<file path="src/rtl/pts_pkg.sv">
// shared types and constants of the task scheduler
package pts_pkg;

  localparam int unsigned NumReady  = 4;
  localparam int unsigned NumWait   = 3;
  localparam int unsigned NumQueues = 7;
  localparam int unsigned NumIds    = 16;
  localparam int unsigned IdW       = 4;
  localparam int unsigned PrioW     = 2;
  localparam int unsigned QW        = 3;

  localparam logic [QW-1:0] WaitBase = 3'd4;

  typedef enum logic [2:0] {
    CMD_ADD     = 3'd0,
    CMD_RELEASE = 3'd1,
    CMD_BLOCK   = 3'd2,
    CMD_EVENT   = 3'd3,
    CMD_EXIT    = 3'd4
  } cmd_e;

  typedef enum logic [1:0] {
    EV_TICK = 2'd0,
    EV_OUT  = 2'd1,
    EV_IN   = 2'd2
  } ev_e;

  typedef enum logic [2:0] {
    S_IDLE,
    S_WPOP,
    S_WPUSH,
    S_PUSH,
    S_PICK,
    S_LOAD,
    S_DONE
  } state_e;

  typedef struct packed {
    logic          push;
    logic          pop;
    logic [QW-1:0] q;
  } qop_t;

  typedef struct packed {
    logic [NumQueues-1:0] full;
    logic [NumQueues-1:0] empty;
  } qstat_t;

endpackage

</file>
<file path="src/rtl/pts_qmem.sv">
// single-port id store shared by all ready and wait queues
module pts_qmem #(
  parameter int unsigned AddrW = 7,
  parameter int unsigned Depth = 112
) (
  input  logic                    clk_i,
  input  logic                    we_i,
  input  logic                    re_i,
  input  logic [AddrW-1:0]        addr_i,
  input  logic [pts_pkg::IdW-1:0] wdata_i,
  output logic [pts_pkg::IdW-1:0] rdata_o
);
  import pts_pkg::*;

  logic [IdW-1:0] mem_q [Depth];
  logic [IdW-1:0] rdata_q;

  always_ff @(posedge clk_i) begin
    if (we_i) begin
      mem_q[addr_i] <= wdata_i;
    end
    if (re_i) begin
      rdata_q <= mem_q[addr_i];
    end
  end

  assign rdata_o = rdata_q;

endmodule

</file>
<file path="src/rtl/pts_qptr.sv">
// head, tail and fill count of every queue, one push or pop per cycle
module pts_qptr #(
  parameter int unsigned MaxTasks = 16,
  localparam int unsigned PtrW = $clog2(MaxTasks),
  localparam int unsigned CntW = $clog2(MaxTasks + 1)
) (
  input  logic            clk_i,
  input  logic            rst_ni,
  input  pts_pkg::qop_t   op_i,
  output logic [PtrW-1:0] ptr_o,
  output pts_pkg::qstat_t stat_o
);
  import pts_pkg::*;

  logic [PtrW-1:0] head_q [NumQueues];
  logic [PtrW-1:0] head_d [NumQueues];
  logic [PtrW-1:0] tail_q [NumQueues];
  logic [PtrW-1:0] tail_d [NumQueues];
  logic [CntW-1:0] cnt_q  [NumQueues];
  logic [CntW-1:0] cnt_d  [NumQueues];
  logic [PtrW-1:0] ptr_nxt;

  always_comb begin
    for (int i = 0; i < NumQueues; i++) begin
      stat_o.full[i]  = (cnt_q[i] == CntW'(MaxTasks));
      stat_o.empty[i] = (cnt_q[i] == '0);
    end
  end

  assign ptr_o   = op_i.push ? tail_q[op_i.q] : head_q[op_i.q];
  assign ptr_nxt = (ptr_o == PtrW'(MaxTasks - 1)) ? '0 : ptr_o + 1'b1;

  always_comb begin
    head_d = head_q;
    tail_d = tail_q;
    cnt_d  = cnt_q;
    if (op_i.push && !stat_o.full[op_i.q]) begin
      tail_d[op_i.q] = ptr_nxt;
      cnt_d[op_i.q]  = cnt_q[op_i.q] + 1'b1;
    end else if (op_i.pop && !stat_o.empty[op_i.q]) begin
      head_d[op_i.q] = ptr_nxt;
      cnt_d[op_i.q]  = cnt_q[op_i.q] - 1'b1;
    end
  end

  always_ff @(posedge clk_i or negedge rst_ni) begin
    if (!rst_ni) begin
      for (int i = 0; i < NumQueues; i++) begin
        head_q[i] <= '0;
        tail_q[i] <= '0;
        cnt_q[i]  <= '0;
      end
    end else begin
      head_q <= head_d;
      tail_q <= tail_d;
      cnt_q  <= cnt_d;
    end
  end

endmodule

</file>
<file path="src/rtl/priority_task_scheduler_with_events_unit.sv">
// top level of the fixed-priority task scheduler with event wait queues
//
// a command word is taken at a rising edge with start high and busy low;
// cmd_i, task_id_i, task_priority_i and event_req_i are sampled there.
// busy stays high until the result word has been shown. the result stands
// on current_task_o and the flag outputs for one cycle with valid_o high;
// the receiver cannot stall it and must take it in that cycle.
// the command runs as a short sequence of queue steps: each step is one
// push or one pop through the shared pointer unit and the single-port
// queue store, so at most one queue operation happens per cycle. steps:
// a no-op or a block with a saved signal goes to done; add pushes the
// task; exit picks, then loads if a task is ready; release and block push
// the running task, then pick; event first readies any waiting task.
// reset clears all queue pointers and counts, the running task (task 0)
// and both saved-signal flags; the queue store and the priority table
// hold nothing valid until written and need no clearing pass.
module priority_task_scheduler_with_events_unit #(
  parameter int unsigned MaxTasks = 16
) (
  input  logic                      clk_i,
  input  logic                      rst_ni,
  input  logic                      start,
  output logic                      busy,
  input  logic [2:0]                cmd_i,
  input  logic [pts_pkg::IdW-1:0]   task_id_i,
  input  logic [pts_pkg::PrioW-1:0] task_priority_i,
  input  logic [1:0]                event_req_i,
  output logic                      valid_o,
  output logic [pts_pkg::IdW-1:0]   current_task_o,
  output logic                      switched_o,
  output logic                      no_task_o,
  output logic                      signal_lost_o,
  output logic                      queue_full_o
);
  import pts_pkg::*;

  localparam int unsigned PtrW     = $clog2(MaxTasks);
  localparam int unsigned AddrW    = QW + PtrW;
  localparam int unsigned MemDepth = NumQueues * (2 ** PtrW);

  state_e state_q, state_d;

  logic [2:0]       cmd_q;
  logic [IdW-1:0]   id_q;
  logic [PrioW-1:0] prio_q;
  logic [1:0]       ev_q;
  logic [PrioW-1:0] ptab_q [NumIds];

  logic [IdW-1:0] run_q;
  logic           out_saved_q, in_saved_q;
  logic           sw_q, none_q, lost_q, full_q;

  qop_t            op;
  qstat_t          qstat;
  logic [PtrW-1:0] ptr;
  logic [IdW-1:0]  rdata;
  logic [IdW-1:0]  push_id;
  logic [IdW-1:0]  ptab_addr;
  logic [PrioW-1:0] ptab_rd;
  logic [1:0]      pick_idx;
  logic            rdy_any;
  logic            accept;
  logic            ev_ok_i;
  logic [QW-1:0]   wq_i, wq_q;
  logic            saved_hit_i;

  assign accept  = start && (state_q == S_IDLE);
  assign ev_ok_i = event_req_i inside {EV_TICK, EV_OUT, EV_IN};
  assign wq_i    = WaitBase + QW'(event_req_i);
  assign wq_q    = WaitBase + QW'(ev_q);
  assign saved_hit_i = (event_req_i == EV_OUT && out_saved_q) ||
                       (event_req_i == EV_IN && in_saved_q);

  assign rdy_any = !(&qstat.empty[NumReady-1:0]);

  always_comb begin
    pick_idx = 2'd3;
    if (!qstat.empty[2]) pick_idx = 2'd2;
    if (!qstat.empty[1]) pick_idx = 2'd1;
    if (!qstat.empty[0]) pick_idx = 2'd0;
  end

  assign ptab_addr = (state_q == S_WPUSH) ? rdata : run_q;
  assign ptab_rd   = ptab_q[ptab_addr];

  // next state
  always_comb begin
    state_d = state_q;
    case (state_q)
      S_IDLE: begin
        if (start) begin
          case (cmd_i)
            CMD_ADD, CMD_RELEASE: state_d = S_PUSH;
            CMD_BLOCK: begin
              if (!ev_ok_i || saved_hit_i) state_d = S_DONE;
              else state_d = S_PUSH;
            end
            CMD_EVENT: begin
              if (!ev_ok_i) state_d = S_DONE;
              else if (!qstat.empty[wq_i]) state_d = S_WPOP;
              else state_d = S_PUSH;
            end
            CMD_EXIT: state_d = S_PICK;
            default:  state_d = S_DONE;
          endcase
        end
      end
      S_WPOP:  state_d = S_WPUSH;
      S_WPUSH: state_d = S_PUSH;
      S_PUSH:  state_d = (cmd_q == CMD_ADD) ? S_DONE : S_PICK;
      S_PICK:  state_d = rdy_any ? S_LOAD : S_DONE;
      S_LOAD:  state_d = S_DONE;
      S_DONE:  state_d = S_IDLE;
      default: state_d = S_IDLE;
    endcase
  end

  // queue operation of each step
  always_comb begin
    op      = '0;
    push_id = run_q;
    case (state_q)
      S_WPOP: begin
        op.pop = 1'b1;
        op.q   = wq_q;
      end
      S_WPUSH: begin
        op.push = 1'b1;
        op.q    = {1'b0, ptab_rd};
        push_id = rdata;
      end
      S_PUSH: begin
        op.push = 1'b1;
        case (cmd_q)
          CMD_ADD: begin
            op.q    = {1'b0, prio_q};
            push_id = id_q;
          end
          CMD_BLOCK: op.q = wq_q;
          default:   op.q = {1'b0, ptab_rd};
        endcase
      end
      S_PICK: begin
        op.pop = rdy_any;
        op.q   = {1'b0, pick_idx};
      end
      default: op = '0;
    endcase
  end

  always_ff @(posedge clk_i or negedge rst_ni) begin
    if (!rst_ni) begin
      state_q     <= S_IDLE;
      run_q       <= '0;
      out_saved_q <= 1'b0;
      in_saved_q  <= 1'b0;
      sw_q        <= 1'b0;
      none_q      <= 1'b0;
      lost_q      <= 1'b0;
      full_q      <= 1'b0;
    end else begin
      state_q <= state_d;
      if (accept) begin
        sw_q   <= 1'b0;
        none_q <= 1'b0;
        lost_q <= 1'b0;
        full_q <= 1'b0;
        if (cmd_i == CMD_BLOCK) begin
          if (event_req_i == EV_OUT && out_saved_q) out_saved_q <= 1'b0;
          if (event_req_i == EV_IN && in_saved_q) in_saved_q <= 1'b0;
        end
        if (cmd_i == CMD_EVENT && ev_ok_i && qstat.empty[wq_i]) begin
          if (event_req_i == EV_OUT) begin
            lost_q      <= out_saved_q;
            out_saved_q <= 1'b1;
          end
          if (event_req_i == EV_IN) begin
            lost_q     <= in_saved_q;
            in_saved_q <= 1'b1;
          end
        end
      end
      if (op.push && qstat.full[op.q]) full_q <= 1'b1;
      if (state_q == S_PICK && !rdy_any) none_q <= 1'b1;
      if (state_q == S_LOAD) begin
        run_q <= rdata;
        sw_q  <= 1'b1;
      end
    end
  end

  // command word and priority table
  always_ff @(posedge clk_i) begin
    if (accept) begin
      cmd_q  <= cmd_i;
      id_q   <= task_id_i;
      prio_q <= task_priority_i;
      ev_q   <= event_req_i;
      if (cmd_i == CMD_ADD) ptab_q[task_id_i] <= task_priority_i;
    end
  end

  pts_qptr #(
    .MaxTasks(MaxTasks)
  ) u_qptr (
    .clk_i (clk_i),
    .rst_ni(rst_ni),
    .op_i  (op),
    .ptr_o (ptr),
    .stat_o(qstat)
  );

  pts_qmem #(
    .AddrW(AddrW),
    .Depth(MemDepth)
  ) u_qmem (
    .clk_i  (clk_i),
    .we_i   (op.push && !qstat.full[op.q]),
    .re_i   (op.pop),
    .addr_i ({op.q, ptr}),
    .wdata_i(push_id),
    .rdata_o(rdata)
  );

  assign busy           = (state_q != S_IDLE);
  assign valid_o        = (state_q == S_DONE);
  assign current_task_o = run_q;
  assign switched_o     = sw_q;
  assign no_task_o      = none_q;
  assign signal_lost_o  = lost_q;
  assign queue_full_o   = full_q;

endmodule

</file>
<file path="config.mk">
export PLATFORM = sky130hd
export DESIGN_NAME = priority_task_scheduler_with_events_unit
export DESIGN_NICKNAME = d
export VERILOG_FILES = /design/src/rtl/pts_pkg.sv /design/src/rtl/pts_qmem.sv /design/src/rtl/pts_qptr.sv /design/src/rtl/priority_task_scheduler_with_events_unit.sv
export SDC_FILE = /design/constraint.sdc
export NUM_CORES = 1
export LEC_CHECK = 0
export BUFFER_PORTS_ARGS = -buffer_cell sky130_fd_sc_hd__buf_2
export CORE_MARGIN = 5
export CORE_UTILIZATION = 40
export CTS_CLUSTER_DIAMETER = 40
export DETAILED_ROUTE_END_ITERATION = 6
export PLACE_DENSITY_LB_ADDON = 0.3
export SLEW_MARGIN = 5
export SYNTH_ARGS = -nofsm -noshare
export SYNTH_HDL_FRONTEND = slang
export SYNTH_SLANG_ARGS = --single-unit
export TNS_END_PERCENT = 30
</file>
<file path="constraint.sdc">
create_clock -name clk_i -period 6.85 [get_ports clk_i]
set_input_delay 1.0275 -clock clk_i [delete_from_list [all_inputs] [get_ports clk_i]]
set_output_delay 1.0275 -clock clk_i [all_outputs]
set_load 0.01 [all_outputs]
</file>
==> flow_summary.ini <==
[layout]
final_cell_mix = edfxtp_1 (495), nor2_1 (228), nand2_1 (156)
finalNetCount = 2074
drive_gt1_share_pct = 18.97
fillCellCount = 5694
final_common_cell = edfxtp_1
num_antenna_cells = 0
area_growth_pct = 16.29

[drt]
dr_total_vias = 18130
ant_nets = 0
routed_wl_um = 76720
drc = 1
viasPerCell = 6.056
routedWlPerCell_um = 25.63
firstDrtPassIters = 7
first_iter_violations = 2450

[timing]
final_max_slew_viol_count = 0
rsz0062_at_grt = no
tns_ns = 0
fmax_mhz = 154.4
worst_slew_pin_slew_ns = 1.155
setup_viol = 0
slew_headroom_pct = 22.87
clock_skew_ns = 0.04807
hold_violations = 0
period_share_pct = 94.57
post-route-min-period_ns = 6.478

[grt]
grt_pass1_vias = 17830
grt_antenna_before_repair = 0
grtUsageTotal_pct = 20.94
grt_max_degree = 78
overflow = 0
grt_first_pass_wirelength_um = 114000

[setup_path]
critPathCaptureType = flop
cp_max_fo = 26
slowest_stage = dfrtp_1
cp.arrival_ns = 6.83
critical-path-max-stage-delay_ns = 0.61
worstSetupPathType = reg2reg
crit_buf_inv = 3
crit_path_cell_trace = nor3b_4 > mux2i_2 > nor3_1 > a22oi_1 > nand3_2 > buf_4 > mux2i_1 > a31o_2 > nor2_4 > buf_4 > mux4_2 > a2111oi_0 > a2111oi_1 > clkbuf_2 > a41oi_1 > nand4_1
crit_required_ns = 7.20
critPathLaunchType = flop
path_delay_family = compound AO/OA/AOI/OAI gates
cp_common_cell = buf_4

[yosys]
synthTopCellsByArea = edfxtp_1 (56%), dfrtp_1 (9.8%), mux2i_1 (3.3%), mux2_2 (3.3%), nor2_1 (3.2%)
synth_cells = 1987
syn_nets = 2004
syn-cell-area_um2 = 26540
synth_cell_types = 103
ys.flop_type = edfxtp_1
yosysTopAreaCellShare_pct = 56.01
syn_avg_cell_area_um2 = 13.36
yosysSeqAreaShare_pct = 65.82
ys_ff_latch = 599
synth_area_leader_cell = edfxtp_1
yosysWarnings = 0
synth-edff-count = 495
async_flop_share_pct = 17.36

[clock_network]
numCtsBuffers = 91
cts_buffer_depth = 3
hold_buffers = 0
clk_pin_slew_worst_paths_ns = 0.05
cts_sinks = 599
cts_tree = built
root_buffer = clkbuf_16
h-tree-depth = 3
clk_latency_ns = 0.64

[floorplanning]
pin_count = 24
core_area_um2 = 65750
start_util_pct = 40.36
fp.dieH_um = 267.6
dieWidth_um = 267.6
std_cell_rows = 94
fp.dieArea_um2 = 71600

[worst_hold_path]
hold_path_class = in2async

[placed_design]
gp_congestion = 0.9345
numPortBuffers = 23
dp_hpwl_um = 49620

[flow_run]
max_cap_violations = 0

[status]
violations = design-rule violations
status = finished with violations
## layer usage
metal | global-route usage, % | part of all wire [%] | vias up
met4 | 7.988 | 4.0 | 0
met2 | 32.74 | 46 | 969
met1 | 28.31 | 40 | 9075
met5 | 0 | 0 | -
li1 | - | - | 7880
met3 | 5.457 | 9.6 | 209
## Yosys cell counts, types with 19 or more instances
master / instances
clkbuf_1: 49
inv_1: 26
nor3_1: 29
mux2_2: 77
mux2i_1: 88
o21ai_0: 77
nor2_1: 228
dfrtp_1: 104
a221oi_1: 23
buf_2: 43
a21oi_1: 93
nand2_1: 157
o211ai_1: 19
o22ai_1: 23
edfxtp_1: 495
a31oi_1: 22
nand3_1: 103
mux4_2: 26
## metrics by stage
step | hold slack, ns | utilization [%] | instances | worst slack [ns] | instance area, um^2
after floorplan | 0.4582 | - | 1987 | 1.620 | 26540
after global placement | 0.4798 | 42.18 | 2823 | 0.3415 | 27730
after detailed placement | 0.4777 | 42.18 | 2823 | 0.1953 | 27730
after CTS | 0.4688 | 46.88 | 2989 | 0.06249 | 30820
after global routing | 0.5008 | 46.94 | 2994 | 0.05122 | 30860
final | 0.4652 | 46.94 | 2994 | 0.3721 | 30860
## area by class of cell
| class | instances | area [um^2] | share of cell area, % |
|---|---|---|---|
| clock inverter | 66 | 748.2 | 2.424 |
| tap | 864 | 1081 | 3.503 |
| inverter | 29 | 110.1 | 0.3568 |
| clock buffer | 100 | 2342 | 7.590 |
| multi-input combinational | 1243 | 8434 | 27.33 |
| sequential | 599 | 17470 | 56.60 |
| timing repair buffer | 93 | 678.2 | 2.197 |
## repair_timing
action	4_1_cts	5_1_grt
gates resized for setup	0	1
buffers inserted	0	3
setup endpoints to repair	0	4
## logic make-up (layout without fill, tap and decap cells)
logic type      after synthesis  in the layout  share of synthesized area [%]
compound gates              420            420                          11.34
flops                       599            599                          65.82
simple gates                618            619                          10.80
fa+ha+maj                     3              3                         0.1415
buf+inv                     146            288                          2.725
mux                         193            193                          8.906
xor+xnor                      8              8                         0.2640
## registers in the layout, indices dropped and copies added, names as in the netlist, 2 cells and up, named ones only
signal          count
cmd_q               3
current_task_o      4
ev_q                2
id_q                4
prio_q              2
ptab_q             32
state_q             3
u_qmem.mem_q      448
u_qmem.rdata_o      4
u_qptr.cnt_q       28
u_qptr.head_q      28
u_qptr.tail_q      28
## path summary, 6_finish.rpt
path / from / to / slack [ns] / cells past startpoint
max: state_q[1] / u_qmem.rdata_o[0] / 0.37 / 16
min: rst_ni / in_saved_q / 0.47 / 1
max reg2reg: state_q[1] / u_qmem.rdata_o[0] / 0.37 / 16
min reg2reg: no_task_o / no_task_o / 0.48 / 2
max in group asynchronous: rst_ni / u_qptr.cnt_q[32] / 5.18 / 2
min in group clk_i: no_task_o / no_task_o / 0.48 / 2
Power is not shown: default switching activity piles up to over one toggle a cycle in this logic, so the estimate is an artifact.
